File: src/rtl/core/apcpi_pkg.sv
// ----------------------------------------------------------------------------
// apcpi_pkg
// Shared types, register codes, reset values and the microcode program of
// the cascaded altitude/pitch PI controller.
// ----------------------------------------------------------------------------
package apcpi_pkg;

  // fixed formats
  localparam int unsigned SigW   = 32;            // Q16.16 signal
  localparam int unsigned GainW  = 32;            // Q8.24 gain
  localparam int unsigned ErrW   = SigW + 1;      // error, one guard bit
  localparam int unsigned IntW   = 48;            // integrator
  localparam int unsigned HalfW  = IntW / 2;      // integrator split for the multiplier
  localparam int unsigned ProdW  = GainW + ErrW;  // multiplier product
  localparam int unsigned AccW   = 82;            // exact sum of one loop
  localparam int unsigned FracSh = 24;            // Q.40 to Q16.16
  localparam int unsigned ShW    = AccW - FracSh; // shifted sum
  localparam int unsigned LimW   = 31;
  localparam int unsigned IdxW   = 3;
  localparam int unsigned StepW  = 4;

  // register indexes
  localparam logic [IdxW-1:0] REG_ALT_KP          = 3'd0;
  localparam logic [IdxW-1:0] REG_ALT_KI_DT       = 3'd1;
  localparam logic [IdxW-1:0] REG_PITCH_KP        = 3'd2;
  localparam logic [IdxW-1:0] REG_PITCH_KI_DT     = 3'd3;
  localparam logic [IdxW-1:0] REG_PITCH_RATE_GAIN = 3'd4;
  localparam logic [IdxW-1:0] REG_PITCH_REF_LIMIT = 3'd5;
  localparam logic [IdxW-1:0] REG_ELEVATOR_HIGH   = 3'd6;
  localparam logic [IdxW-1:0] REG_ELEVATOR_LOW    = 3'd7;

  // register reset values
  localparam logic signed [GainW-1:0] RST_ALT_KP          = 32'sd385876;
  localparam logic signed [GainW-1:0] RST_ALT_KI_DT       = 32'sd335;
  localparam logic signed [GainW-1:0] RST_PITCH_KP        = -32'sd15099494;
  localparam logic signed [GainW-1:0] RST_PITCH_KI_DT     = -32'sd100663;
  localparam logic signed [GainW-1:0] RST_PITCH_RATE_GAIN = -32'sd1342177;
  localparam logic [LimW-1:0]         RST_PITCH_REF_LIMIT = 31'd22876; // 0.349066 rad
  localparam logic signed [SigW-1:0]  RST_ELEVATOR_HIGH   = 32'sd26214;
  localparam logic signed [SigW-1:0]  RST_ELEVATOR_LOW    = -32'sd26214;

  // sequencing condition of a step
  typedef enum logic [1:0] {
    COND_NEXT     = 2'd0,  // advance unconditionally
    COND_WAIT_IN  = 2'd1,  // hold until an input transfer
    COND_WAIT_OUT = 2'd2   // hold until the output register is free
  } cond_e;

  // multiplier gain operand
  typedef enum logic [2:0] {
    A_ALT_KP     = 3'd0,
    A_ALT_KI     = 3'd1,
    A_PITCH_KP   = 3'd2,
    A_PITCH_KI   = 3'd3,
    A_RATE_GAIN  = 3'd4
  } asel_e;

  // multiplier signal operand
  typedef enum logic [2:0] {
    B_E_ALT   = 3'd0,
    B_ALT_HI  = 3'd1,
    B_ALT_LO  = 3'd2,
    B_E_P     = 3'd3,
    B_P_HI    = 3'd4,
    B_P_LO    = 3'd5,
    B_RATE    = 3'd6
  } bsel_e;

  // accumulator operation on the registered product
  typedef enum logic [2:0] {
    ACC_NOP    = 3'd0,
    ACC_LOAD   = 3'd1,
    ACC_ADD_HI = 3'd2,  // add product scaled by 2^24
    ACC_ADD    = 3'd3,
    ACC_SUB    = 3'd4
  } accop_e;

  // one microcode word
  typedef struct packed {
    cond_e  cond;
    logic   last;
    asel_e  asel;
    bsel_e  bsel;
    accop_e acc_op;
    logic   int_alt;
    logic   int_pitch;
    logic   lim_ref;
    logic   out_ld;
  } ctrl_t;

  // datapath status seen by the sequencer
  typedef struct packed {
    logic in_valid;
    logic out_free;
  } stat_t;

  // configuration register file
  typedef struct packed {
    logic signed [GainW-1:0] alt_kp;
    logic signed [GainW-1:0] alt_ki_dt;
    logic signed [GainW-1:0] pitch_kp;
    logic signed [GainW-1:0] pitch_ki_dt;
    logic signed [GainW-1:0] pitch_rate_gain;
    logic [LimW-1:0]         pitch_ref_limit;
    logic signed [SigW-1:0]  elevator_high;
    logic signed [SigW-1:0]  elevator_low;
  } cfg_t;

  localparam logic [StepW-1:0] LAST_STEP = 4'd11;

  // control program, one word per step
  function automatic ctrl_t ucode(input logic [StepW-1:0] step);
    ctrl_t w;
    w = '{cond: COND_NEXT, last: 1'b0, asel: A_ALT_KP, bsel: B_E_ALT,
          acc_op: ACC_NOP, int_alt: 1'b0, int_pitch: 1'b0, lim_ref: 1'b0,
          out_ld: 1'b0};
    case (step)
      4'd0: begin
        w.cond = COND_WAIT_IN;
      end
      4'd1: begin
        w.int_alt = 1'b1;
        w.asel    = A_ALT_KP;
        w.bsel    = B_E_ALT;
      end
      4'd2: begin
        w.asel   = A_ALT_KI;
        w.bsel   = B_ALT_HI;
        w.acc_op = ACC_LOAD;
      end
      4'd3: begin
        w.asel   = A_ALT_KI;
        w.bsel   = B_ALT_LO;
        w.acc_op = ACC_ADD_HI;
      end
      4'd4: begin
        w.acc_op = ACC_ADD;
      end
      4'd5: begin
        w.lim_ref = 1'b1;
      end
      4'd6: begin
        w.int_pitch = 1'b1;
        w.asel      = A_PITCH_KP;
        w.bsel      = B_E_P;
      end
      4'd7: begin
        w.asel   = A_PITCH_KI;
        w.bsel   = B_P_HI;
        w.acc_op = ACC_LOAD;
      end
      4'd8: begin
        w.asel   = A_PITCH_KI;
        w.bsel   = B_P_LO;
        w.acc_op = ACC_ADD_HI;
      end
      4'd9: begin
        w.asel   = A_RATE_GAIN;
        w.bsel   = B_RATE;
        w.acc_op = ACC_ADD;
      end
      4'd10: begin
        w.acc_op = ACC_SUB;
      end
      4'd11: begin
        w.cond   = COND_WAIT_OUT;
        w.out_ld = 1'b1;
        w.last   = 1'b1;
      end
      default: begin
        w.last = 1'b1;
      end
    endcase
    return w;
  endfunction

endpackage

File: src/rtl/core/altitude_pitch_cascade_pi_unit.sv
// ----------------------------------------------------------------------------
// altitude_pitch_cascade_pi_unit
// Cascaded PI altitude/pitch controller with conditional-integration
// anti-windup, run by a microcoded sequencer over one shared multiplier.
//
//   channel  direction  handshake                 payload
//   in       sink       in_valid_i / in_stall_o   altitude_ref, altitude_meas,
//                                                 pitch_meas, pitch_rate
//   out      source     out_valid_o / out_stall_i elevator_cmd, elevator_clamped,
//                                                 pitch_ref_clamped
//   cfg      sink       cfg_we_i                  cfg_idx_i, cfg_wdata_i
//
// An item runs through 12 program steps, one control word per cycle while no
// step holds, through a 32x33 multiplier shared by all five gain products; the
// result is loaded at the last step, the output step.
// A new item is taken as soon as the program is back at its first step, while
// the previous result may still wait in the output register.
// The output step holds while the output register is full and stalled.
// Reset is asynchronous and active low; no clearing pass is needed.
// ----------------------------------------------------------------------------
module altitude_pitch_cascade_pi_unit (
  input  logic               clk_i,
  input  logic               rst_ni,
  // configuration write port
  input  logic               cfg_we_i,
  input  logic [2:0]         cfg_idx_i,
  input  logic [31:0]        cfg_wdata_i,
  // input channel
  input  logic               in_valid_i,
  output logic               in_stall_o,
  input  logic signed [31:0] altitude_ref_i,
  input  logic signed [31:0] altitude_meas_i,
  input  logic signed [31:0] pitch_meas_i,
  input  logic signed [31:0] pitch_rate_i,
  // output channel
  output logic               out_valid_o,
  input  logic               out_stall_i,
  output logic signed [31:0] elevator_cmd_o,
  output logic               elevator_clamped_o,
  output logic               pitch_ref_clamped_o
);
  import apcpi_pkg::*;

  cfg_t  cfg_q;
  ctrl_t ctrl;
  stat_t stat;

  // configuration registers
  always_ff @(posedge clk_i or negedge rst_ni) begin
    if (!rst_ni) begin
      cfg_q.alt_kp          <= RST_ALT_KP;
      cfg_q.alt_ki_dt       <= RST_ALT_KI_DT;
      cfg_q.pitch_kp        <= RST_PITCH_KP;
      cfg_q.pitch_ki_dt     <= RST_PITCH_KI_DT;
      cfg_q.pitch_rate_gain <= RST_PITCH_RATE_GAIN;
      cfg_q.pitch_ref_limit <= RST_PITCH_REF_LIMIT;
      cfg_q.elevator_high   <= RST_ELEVATOR_HIGH;
      cfg_q.elevator_low    <= RST_ELEVATOR_LOW;
    end else if (cfg_we_i) begin
      case (cfg_idx_i)
        REG_ALT_KP:          cfg_q.alt_kp          <= cfg_wdata_i;
        REG_ALT_KI_DT:       cfg_q.alt_ki_dt       <= cfg_wdata_i;
        REG_PITCH_KP:        cfg_q.pitch_kp        <= cfg_wdata_i;
        REG_PITCH_KI_DT:     cfg_q.pitch_ki_dt     <= cfg_wdata_i;
        REG_PITCH_RATE_GAIN: cfg_q.pitch_rate_gain <= cfg_wdata_i;
        REG_PITCH_REF_LIMIT: cfg_q.pitch_ref_limit <= cfg_wdata_i[LimW-1:0];
        REG_ELEVATOR_HIGH:   cfg_q.elevator_high   <= cfg_wdata_i;
        REG_ELEVATOR_LOW:    cfg_q.elevator_low    <= cfg_wdata_i;
        default:             cfg_q                 <= cfg_q;
      endcase
    end
  end

  // input transfer only at the first program step
  assign in_stall_o = (ctrl.cond != COND_WAIT_IN);

  // sequencer
  apcpi_seq u_seq (
    .clk_i  (clk_i),
    .rst_ni (rst_ni),
    .stat_i (stat),
    .ctrl_o (ctrl)
  );

  // datapath
  apcpi_dp u_dp (
    .clk_i               (clk_i),
    .rst_ni              (rst_ni),
    .ctrl_i              (ctrl),
    .cfg_i               (cfg_q),
    .in_valid_i          (in_valid_i),
    .altitude_ref_i      (altitude_ref_i),
    .altitude_meas_i     (altitude_meas_i),
    .pitch_meas_i        (pitch_meas_i),
    .pitch_rate_i        (pitch_rate_i),
    .out_stall_i         (out_stall_i),
    .stat_o              (stat),
    .out_valid_o         (out_valid_o),
    .elevator_cmd_o      (elevator_cmd_o),
    .elevator_clamped_o  (elevator_clamped_o),
    .pitch_ref_clamped_o (pitch_ref_clamped_o)
  );

endmodule

File: src/rtl/core/apcpi_seq.sv
// ----------------------------------------------------------------------------
// apcpi_seq
// Step counter and control store; one control word per cycle, steps may hold.
// ----------------------------------------------------------------------------
module apcpi_seq (
  input  logic              clk_i,
  input  logic              rst_ni,
  input  apcpi_pkg::stat_t  stat_i,
  output apcpi_pkg::ctrl_t  ctrl_o
);
  import apcpi_pkg::*;

  logic [StepW-1:0] step_q, step_d;
  ctrl_t            ctrl;
  logic             hold;

  // control word of the current step
  assign ctrl   = ucode(step_q);
  assign ctrl_o = ctrl;

  // conditional hold, wrap after the last step
  always_comb begin
    case (ctrl.cond)
      COND_WAIT_IN:  hold = !stat_i.in_valid;
      COND_WAIT_OUT: hold = !stat_i.out_free;
      default:       hold = 1'b0;
    endcase
    if (hold) begin
      step_d = step_q;
    end else if (ctrl.last) begin
      step_d = '0;
    end else begin
      step_d = step_q + 1'b1;
    end
  end

  always_ff @(posedge clk_i or negedge rst_ni) begin
    if (!rst_ni) begin
      step_q <= '0;
    end else begin
      step_q <= step_d;
    end
  end

  // program stays within its steps
  a_step_range: assert property (@(posedge clk_i) disable iff (!rst_ni)
    step_q <= LAST_STEP)
    else $error("step counter left the program");

  // an input transfer starts the program
  a_start: assert property (@(posedge clk_i) disable iff (!rst_ni)
    (ctrl.cond == COND_WAIT_IN && stat_i.in_valid) |=> step_q == 4'd1)
    else $error("input transfer did not start the program");

endmodule

File: src/rtl/core/apcpi_dp.sv
// ----------------------------------------------------------------------------
// apcpi_dp
// Shared multiplier, accumulator, integrators, limiters and result register.
// ----------------------------------------------------------------------------
module apcpi_dp (
  input  logic                    clk_i,
  input  logic                    rst_ni,
  input  apcpi_pkg::ctrl_t        ctrl_i,
  input  apcpi_pkg::cfg_t         cfg_i,
  input  logic                    in_valid_i,
  input  logic signed [31:0]      altitude_ref_i,
  input  logic signed [31:0]      altitude_meas_i,
  input  logic signed [31:0]      pitch_meas_i,
  input  logic signed [31:0]      pitch_rate_i,
  input  logic                    out_stall_i,
  output apcpi_pkg::stat_t        stat_o,
  output logic                    out_valid_o,
  output logic signed [31:0]      elevator_cmd_o,
  output logic                    elevator_clamped_o,
  output logic                    pitch_ref_clamped_o
);
  import apcpi_pkg::*;

  // saturating integrator add
  function automatic logic signed [IntW-1:0] sat_add(input logic signed [IntW-1:0] acc,
                                                      input logic signed [ErrW-1:0] e);
    logic signed [IntW:0] s;
    s = {acc[IntW-1], acc} + {{(IntW+1-ErrW){e[ErrW-1]}}, e};
    if (s[IntW] != s[IntW-1]) begin
      sat_add = s[IntW] ? {1'b1, {(IntW-1){1'b0}}} : {1'b0, {(IntW-1){1'b1}}};
    end else begin
      sat_add = s[IntW-1:0];
    end
  endfunction

  logic                    in_acc;
  logic                    out_free;
  logic                    out_load;

  logic signed [ErrW-1:0]  e_alt_q;
  logic signed [ErrW-1:0]  ep_q, ep_d;
  logic signed [SigW-1:0]  pitch_q, rate_q;
  logic signed [IntW-1:0]  alt_int_q, pitch_int_q;
  logic                    alt_en_q, pitch_en_q;
  logic                    alt_en_d, pitch_en_d;

  logic signed [GainW-1:0] mul_a;
  logic signed [ErrW-1:0]  mul_b;
  logic signed [ProdW-1:0] prod_d, prod_q;
  logic signed [AccW-1:0]  prod_ext;
  logic signed [AccW-1:0]  acc_q, acc_d;
  logic signed [ShW-1:0]   sh;

  logic signed [ShW-1:0]   lim_pos, lim_neg, el_hi_b, el_lo_b;
  logic signed [SigW-1:0]  ref_val;
  logic                    ref_hi, ref_lo, el_hi, el_lo;
  logic signed [SigW-1:0]  cmd_d;

  logic                    out_valid_q;
  logic signed [SigW-1:0]  cmd_q;
  logic                    el_clamped_q, ref_clamped_q, ref_clamped_d;
  logic                    ref_clamp_hold_q;

  // handshake status
  assign in_acc   = (ctrl_i.cond == COND_WAIT_IN) && in_valid_i;
  assign out_free = !out_valid_q || !out_stall_i;
  assign out_load = ctrl_i.out_ld && out_free;
  assign stat_o   = '{in_valid: in_valid_i, out_free: out_free};

  // multiplier operand selection
  always_comb begin
    case (ctrl_i.asel)
      A_ALT_KP:    mul_a = cfg_i.alt_kp;
      A_ALT_KI:    mul_a = cfg_i.alt_ki_dt;
      A_PITCH_KP:  mul_a = cfg_i.pitch_kp;
      A_PITCH_KI:  mul_a = cfg_i.pitch_ki_dt;
      A_RATE_GAIN: mul_a = cfg_i.pitch_rate_gain;
      default:     mul_a = '0;
    endcase
    case (ctrl_i.bsel)
      B_E_ALT:  mul_b = e_alt_q;
      B_ALT_HI: mul_b = {{(ErrW-HalfW){alt_int_q[IntW-1]}}, alt_int_q[IntW-1:HalfW]};
      B_ALT_LO: mul_b = {{(ErrW-HalfW){1'b0}}, alt_int_q[HalfW-1:0]};
      B_E_P:    mul_b = ep_q;
      B_P_HI:   mul_b = {{(ErrW-HalfW){pitch_int_q[IntW-1]}}, pitch_int_q[IntW-1:HalfW]};
      B_P_LO:   mul_b = {{(ErrW-HalfW){1'b0}}, pitch_int_q[HalfW-1:0]};
      B_RATE:   mul_b = {rate_q[SigW-1], rate_q};
      default:  mul_b = '0;
    endcase
  end

  assign prod_d   = mul_a * mul_b;
  assign prod_ext = {{(AccW-ProdW){prod_q[ProdW-1]}}, prod_q};

  // accumulate the registered product
  always_comb begin
    case (ctrl_i.acc_op)
      ACC_LOAD:   acc_d = prod_ext;
      ACC_ADD_HI: acc_d = acc_q + {prod_ext[AccW-FracSh-1:0], {FracSh{1'b0}}};
      ACC_ADD:    acc_d = acc_q + prod_ext;
      ACC_SUB:    acc_d = acc_q - prod_ext;
      default:    acc_d = acc_q;
    endcase
  end

  // floor of the sum over 2^24
  assign sh = acc_q[AccW-1:FracSh];

  // pitch reference limiter and pitch error
  always_comb begin
    lim_pos = {{(ShW-LimW){1'b0}}, cfg_i.pitch_ref_limit};
    lim_neg = -lim_pos;
    ref_hi  = sh >= lim_pos;
    ref_lo  = sh <= lim_neg;
    if (ref_hi) begin
      ref_val = lim_pos[SigW-1:0];
    end else if (ref_lo) begin
      ref_val = lim_neg[SigW-1:0];
    end else begin
      ref_val = sh[SigW-1:0];
    end
    ref_clamped_d = ref_hi || ref_lo;
    ep_d = {ref_val[SigW-1], ref_val} - {pitch_q[SigW-1], pitch_q};
  end

  // elevator clamp and anti-windup decision
  always_comb begin
    el_hi_b    = {{(ShW-SigW){cfg_i.elevator_high[SigW-1]}}, cfg_i.elevator_high};
    el_lo_b    = {{(ShW-SigW){cfg_i.elevator_low[SigW-1]}}, cfg_i.elevator_low};
    el_hi      = sh >= el_hi_b;
    el_lo      = sh <= el_lo_b;
    cmd_d      = sh[SigW-1:0];
    alt_en_d   = 1'b1;
    pitch_en_d = 1'b1;
    if (el_hi) begin
      cmd_d      = cfg_i.elevator_high;
      pitch_en_d = !ep_q[ErrW-1];
      alt_en_d   = e_alt_q[ErrW-1] || (e_alt_q == '0);
    end else if (el_lo) begin
      cmd_d      = cfg_i.elevator_low;
      pitch_en_d = ep_q[ErrW-1] || (ep_q == '0);
      alt_en_d   = !e_alt_q[ErrW-1];
    end
  end

  // payload registers
  always_ff @(posedge clk_i) begin
    prod_q <= prod_d;
    acc_q  <= acc_d;
    if (in_acc) begin
      e_alt_q <= {altitude_ref_i[SigW-1], altitude_ref_i}
               - {altitude_meas_i[SigW-1], altitude_meas_i};
      pitch_q <= pitch_meas_i;
      rate_q  <= pitch_rate_i;
    end
    // reference flag is held internally until the result register loads
    if (ctrl_i.lim_ref) begin
      ep_q             <= ep_d;
      ref_clamp_hold_q <= ref_clamped_d;
    end
    if (out_load) begin
      cmd_q         <= cmd_d;
      el_clamped_q  <= el_hi || el_lo;
      ref_clamped_q <= ref_clamp_hold_q;
    end
  end

  // integrators, enables and result valid
  always_ff @(posedge clk_i or negedge rst_ni) begin
    if (!rst_ni) begin
      alt_int_q   <= '0;
      pitch_int_q <= '0;
      alt_en_q    <= 1'b1;
      pitch_en_q  <= 1'b1;
      out_valid_q <= 1'b0;
    end else begin
      if (ctrl_i.int_alt && alt_en_q) begin
        alt_int_q <= sat_add(alt_int_q, e_alt_q);
      end
      if (ctrl_i.int_pitch && pitch_en_q) begin
        pitch_int_q <= sat_add(pitch_int_q, ep_q);
      end
      if (out_load) begin
        alt_en_q    <= alt_en_d;
        pitch_en_q  <= pitch_en_d;
        out_valid_q <= 1'b1;
      end else if (!out_stall_i) begin
        out_valid_q <= 1'b0;
      end
    end
  end

  assign out_valid_o         = out_valid_q;
  assign elevator_cmd_o      = cmd_q;
  assign elevator_clamped_o  = el_clamped_q;
  assign pitch_ref_clamped_o = ref_clamped_q;

  // a result appears only from the output step
  a_out_src: assert property (@(posedge clk_i) disable iff (!rst_ni)
    $rose(out_valid_q) |-> $past(ctrl_i.out_ld))
    else $error("result valid without output step");

  // command respects ordered bounds
  a_cmd_bounds: assert property (@(posedge clk_i) disable iff (!rst_ni)
    (out_valid_q && cfg_i.elevator_high >= cfg_i.elevator_low)
      |-> (cmd_q <= cfg_i.elevator_high && cmd_q >= cfg_i.elevator_low))
    else $error("elevator command outside its bounds");

endmodule
File: config.mk
export PLATFORM = sky130hd
export DESIGN_NAME = altitude_pitch_cascade_pi_unit
export DESIGN_NICKNAME = d
export VERILOG_FILES = /design/src/rtl/core/apcpi_pkg.sv /design/src/rtl/core/altitude_pitch_cascade_pi_unit.sv /design/src/rtl/core/apcpi_seq.sv /design/src/rtl/core/apcpi_dp.sv
export SDC_FILE = /design/constraint.sdc
export NUM_CORES = 2
export LEC_CHECK = 0
export BUFFER_PORTS_ARGS = -buffer_cell sky130_fd_sc_hd__buf_2
export CORE_MARGIN = 1
export CORE_UTILIZATION = 60
export DETAILED_ROUTE_END_ITERATION = 10
export PLACE_DENSITY = 0.85
export SYNTH_ARGS = -nofsm -noshare
export SYNTH_HDL_FRONTEND = slang
export SYNTH_SLANG_ARGS = --single-unit
File: constraint.sdc
create_clock -name clk_i -period 15.15 [get_ports clk_i]
set_input_delay 4.545 -clock clk_i [delete_from_list [all_inputs] [get_ports clk_i]]
set_output_delay 4.545 -clock clk_i [all_outputs]
set_load 0.02 [all_outputs]
==> results.ini <==
[placed_design]
io_buffer_count = 203
gp_congestion = 1.10
dp_hpwl_mm = 237
post-place-ws_ps = 3420

[worst_setup_path]
rr_worst_depth = 30
r2r_start = u_seq.step_q[3]
reg2reg_to = u_dp.prod_q[63]
startpoint_type = flip-flop
crit_path_end_kind = flip-flop
cp_common_cell = fa_1
critPathArrivalTime_ps = 12690
crit_fanout = 39
crit_type = flip-flop to flip-flop
regToRegSetupSlack_ps = 3080
cpMaxStageDelayCell = and3_2
required_ps = 15760
max_stage_delay_ps = 800

[routing]
ant_nets = 0
drc = 0
vias_per_cell = 6.53
wl_per_cell_um = 27.4
dr.pass1.iters = 10
via_count = 74300
wl_mm = 312
drt_iter0_drc = 9094

[clock_network]
clock-sinks = 670
cts_setup_buffers = 0
cts_tree = done
cts.htree.levels = 3
cts-root-buf = clkbuf_16
cts-buffers-inserted = 77
post_cts_resized = 0
cts_hold_buf = 0
clock_path_buffers = 3
cts.clk_slew.worst_paths_ps = 70
insertion_delay_ps = 710

[run_status]
status = completed

[synthesis]
synthAdderAreaFrac_pct = 37.1
synth_compound_area_share_pct = 13.2
synthCells = 9363
synth_edf_count = 247
ys_seq_elements = 670
synth_xor_area_share_pct = 4.33
synth-seq-area-share_pct = 20.6
yosysUniqueCellTypes = 87
yosysWarnings = 0
synth_top_family_by_area = adder cells
synth.net_count = 11300
syn-cell-area_sq_um = 86400
avgSynthCellArea_sq_um = 9.23
synthFlopType = edfxtp_1
async_reset_ff_share_pct = 53.4
synth.mux.area_fraction_pct = 3.74
synthSimpleGateAreaFrac_pct = 13.2

[global_route]
grt_pass1_vias = 75100
grt_max_degree = 107
grt_overflow = 0
antenna_found_initial = 29
grt_util_all_layers_pct = 42.9
grt_pass1_wl_mm = 465

[final_layout]
area_growth_pct = 7.21
final_common_cell = inv_1
drive_above_1_share_pct = 10.4
final_util_pct = 65.1
mostFrequentLayoutCells = inv_1, fa_1, nand2_1, nor2_1, ha_1
final_nets = 11400

[floorplan]
start_util_pct = 60.7
num_rows = 138
ioPinCount = 204
chipWidth_um = 381
die_h_um = 381
coreArea_sq_um = 142000
design.die.area_sq_um = 146000

[sta]
slew_headroom_pct = 12.0
timing.final.ws_setup_ps = 3080
finalSetupViolCount = 0
hold_slack_ps = 445
rsz0062_at_grt = no
setup_tns_ps = 0
worst_pin_slew_ps = 1290
fin_skew_ps = 34.6
max_freq_mhz = 82.8
hold_viol = 0
slew_violations = 0
layout_min_cycle_time_ps = 12070
post-route-period-util_pct = 79.7

[worst_hold_path]
hold_path.class = flip-flop to flip-flop
hp-start = u_dp.ref_clamp_hold_q
hold-path-cell-count = 0
holdPathEnd = u_dp.pitch_ref_clamped_o

[flow_run]
max_cap_violations = 0

-- worst max-delay path by stage --
stage	depth (start not counted)	end	slack, ps	start
floorplan	37	u_dp.prod_q[63]	5020	u_seq.step_q[0]
global placement	30	u_dp.prod_q[63]	3700	u_seq.step_q[3]
CTS	30	u_dp.prod_q[63]	3370	u_seq.step_q[0]
detailed placement	30	u_dp.prod_q[63]	3420	u_seq.step_q[0]
global route	30	u_dp.prod_q[63]	2690	u_seq.step_q[3]
finish	30	u_dp.prod_q[63]	3080	u_seq.step_q[3]
-- layout make-up --
class	count	area, sq um
Multi-Input combinational cell	6910	62100
Fill cell	11300	49700
Sequential cell	670	17800
Inverter	1364	5120
Tap cell	1890	2360
Timing Repair Buffer	380	2350
Clock buffer	106	2270
Clock inverter	37	522
Antenna cell	17	42.5
-- synth_stat cells, types with 23 or more instances --
| master | instances | area share (%) |
|---|---|---|
| a211oi_1 | 39 | 0.34 |
| a21boi_0 | 23 | 0.20 |
| a21o_1 | 247 | 2.1 |
| a21oi_1 | 429 | 2.5 |
| a221oi_1 | 24 | 0.24 |
| a222oi_1 | 55 | 0.64 |
| a22oi_1 | 102 | 0.89 |
| a31oi_1 | 36 | 0.26 |
| and2_1 | 42 | 0.30 |
| and3_1 | 39 | 0.28 |
| and4_1 | 30 | 0.30 |
| buf_1 | 42 | 0.18 |
| clkbuf_1 | 376 | 1.6 |
| dfrtp_1 | 235 | 6.8 |
| dfstp_2 | 123 | 3.7 |
| dfxtp_1 | 65 | 1.5 |
| edfxtp_1 | 247 | 8.6 |
| fa_1 | 1118 | 26 |
| ha_1 | 696 | 10 |
| inv_1 | 1363 | 5.9 |
| maj3_1 | 92 | 1.1 |
| mux2_2 | 264 | 3.4 |
| mux2i_1 | 26 | 0.30 |
| nand2_1 | 997 | 4.3 |
| nand2b_1 | 70 | 0.51 |
| nand3_1 | 142 | 0.82 |
| nand4_1 | 123 | 0.89 |
| nor2_1 | 782 | 3.4 |
| nor2b_1 | 60 | 0.43 |
| nor3_1 | 78 | 0.45 |
| nor3b_1 | 27 | 0.23 |
| nor4_1 | 45 | 0.33 |
| o21a_1 | 59 | 0.51 |
| o21ai_0 | 399 | 2.3 |
| o21bai_1 | 67 | 0.58 |
| o221ai_1 | 61 | 0.62 |
| o31ai_1 | 35 | 0.30 |
| or3_1 | 37 | 0.27 |
| xnor2_1 | 255 | 2.6 |
| xor2_1 | 172 | 1.7 |
-- stage by stage --
| stage | cell area, sq um | cells |
|---|---|---|
| after CTS | 92600 | 11400 |
| after global routing | 92600 | 11400 |
| after detailed placement | 89800 | 11200 |
| final | 92600 | 11400 |
| after global placement | 89800 | 11200 |
| after floorplan | 86400 | 9363 |
-- per-layer routing --
layer  vias to the layer above  part of all wire [%]  global-route usage [%]
li1                      31400                     -                       -
met1                     35900                    35                    53.5
met2                      5478                    41                    61.6
met3                      1469                    15                    14.8
met4                        16                   9.4                    31.7
met5                         -                 0.045                  0.0992
-- worst max-delay path: cells and delay by family, from the launching register on --
family,cells,cell delay [ps]
xor+xnor,1,150
flops,1,730
compound gates,10,3080
simple gates,6,2750
buf+inv,4,750
fa+ha+maj,9,4460
-- cell families after synthesis --
family,count (synthesis)
compound gates,1743
simple gates,2544
buf+inv,1783
xor+xnor,427
flops,670
fa+ha+maj,1906
mux,290
-- state kept, by name (all words and copies together) (netlist names) --
| name | count |
|---|---|
| u_dp.pitch_int_q | 48 |
| u_dp.elevator_cmd_o | 32 |
| u_dp.ref_clamp_hold_q | 1 |
| u_dp.pitch_ref_clamped_o | 1 |
| u_dp.alt_int_q | 48 |
| u_dp.pitch_en_q | 1 |
| u_seq.step_q | 4 |
| u_dp.ep_q | 33 |
| u_dp.e_alt_q | 33 |
| u_dp.out_valid_o | 1 |
| u_dp.pitch_q | 32 |
| cfg_q | 255 |
| u_dp.elevator_clamped_o | 1 |
| u_dp.acc_q | 82 |
| u_dp.alt_en_q | 1 |
| u_dp.prod_q | 65 |
| u_dp.rate_q | 32 |
Power is not shown: default switching activity piles up to over one toggle a cycle in this logic, so the estimate is an artifact.
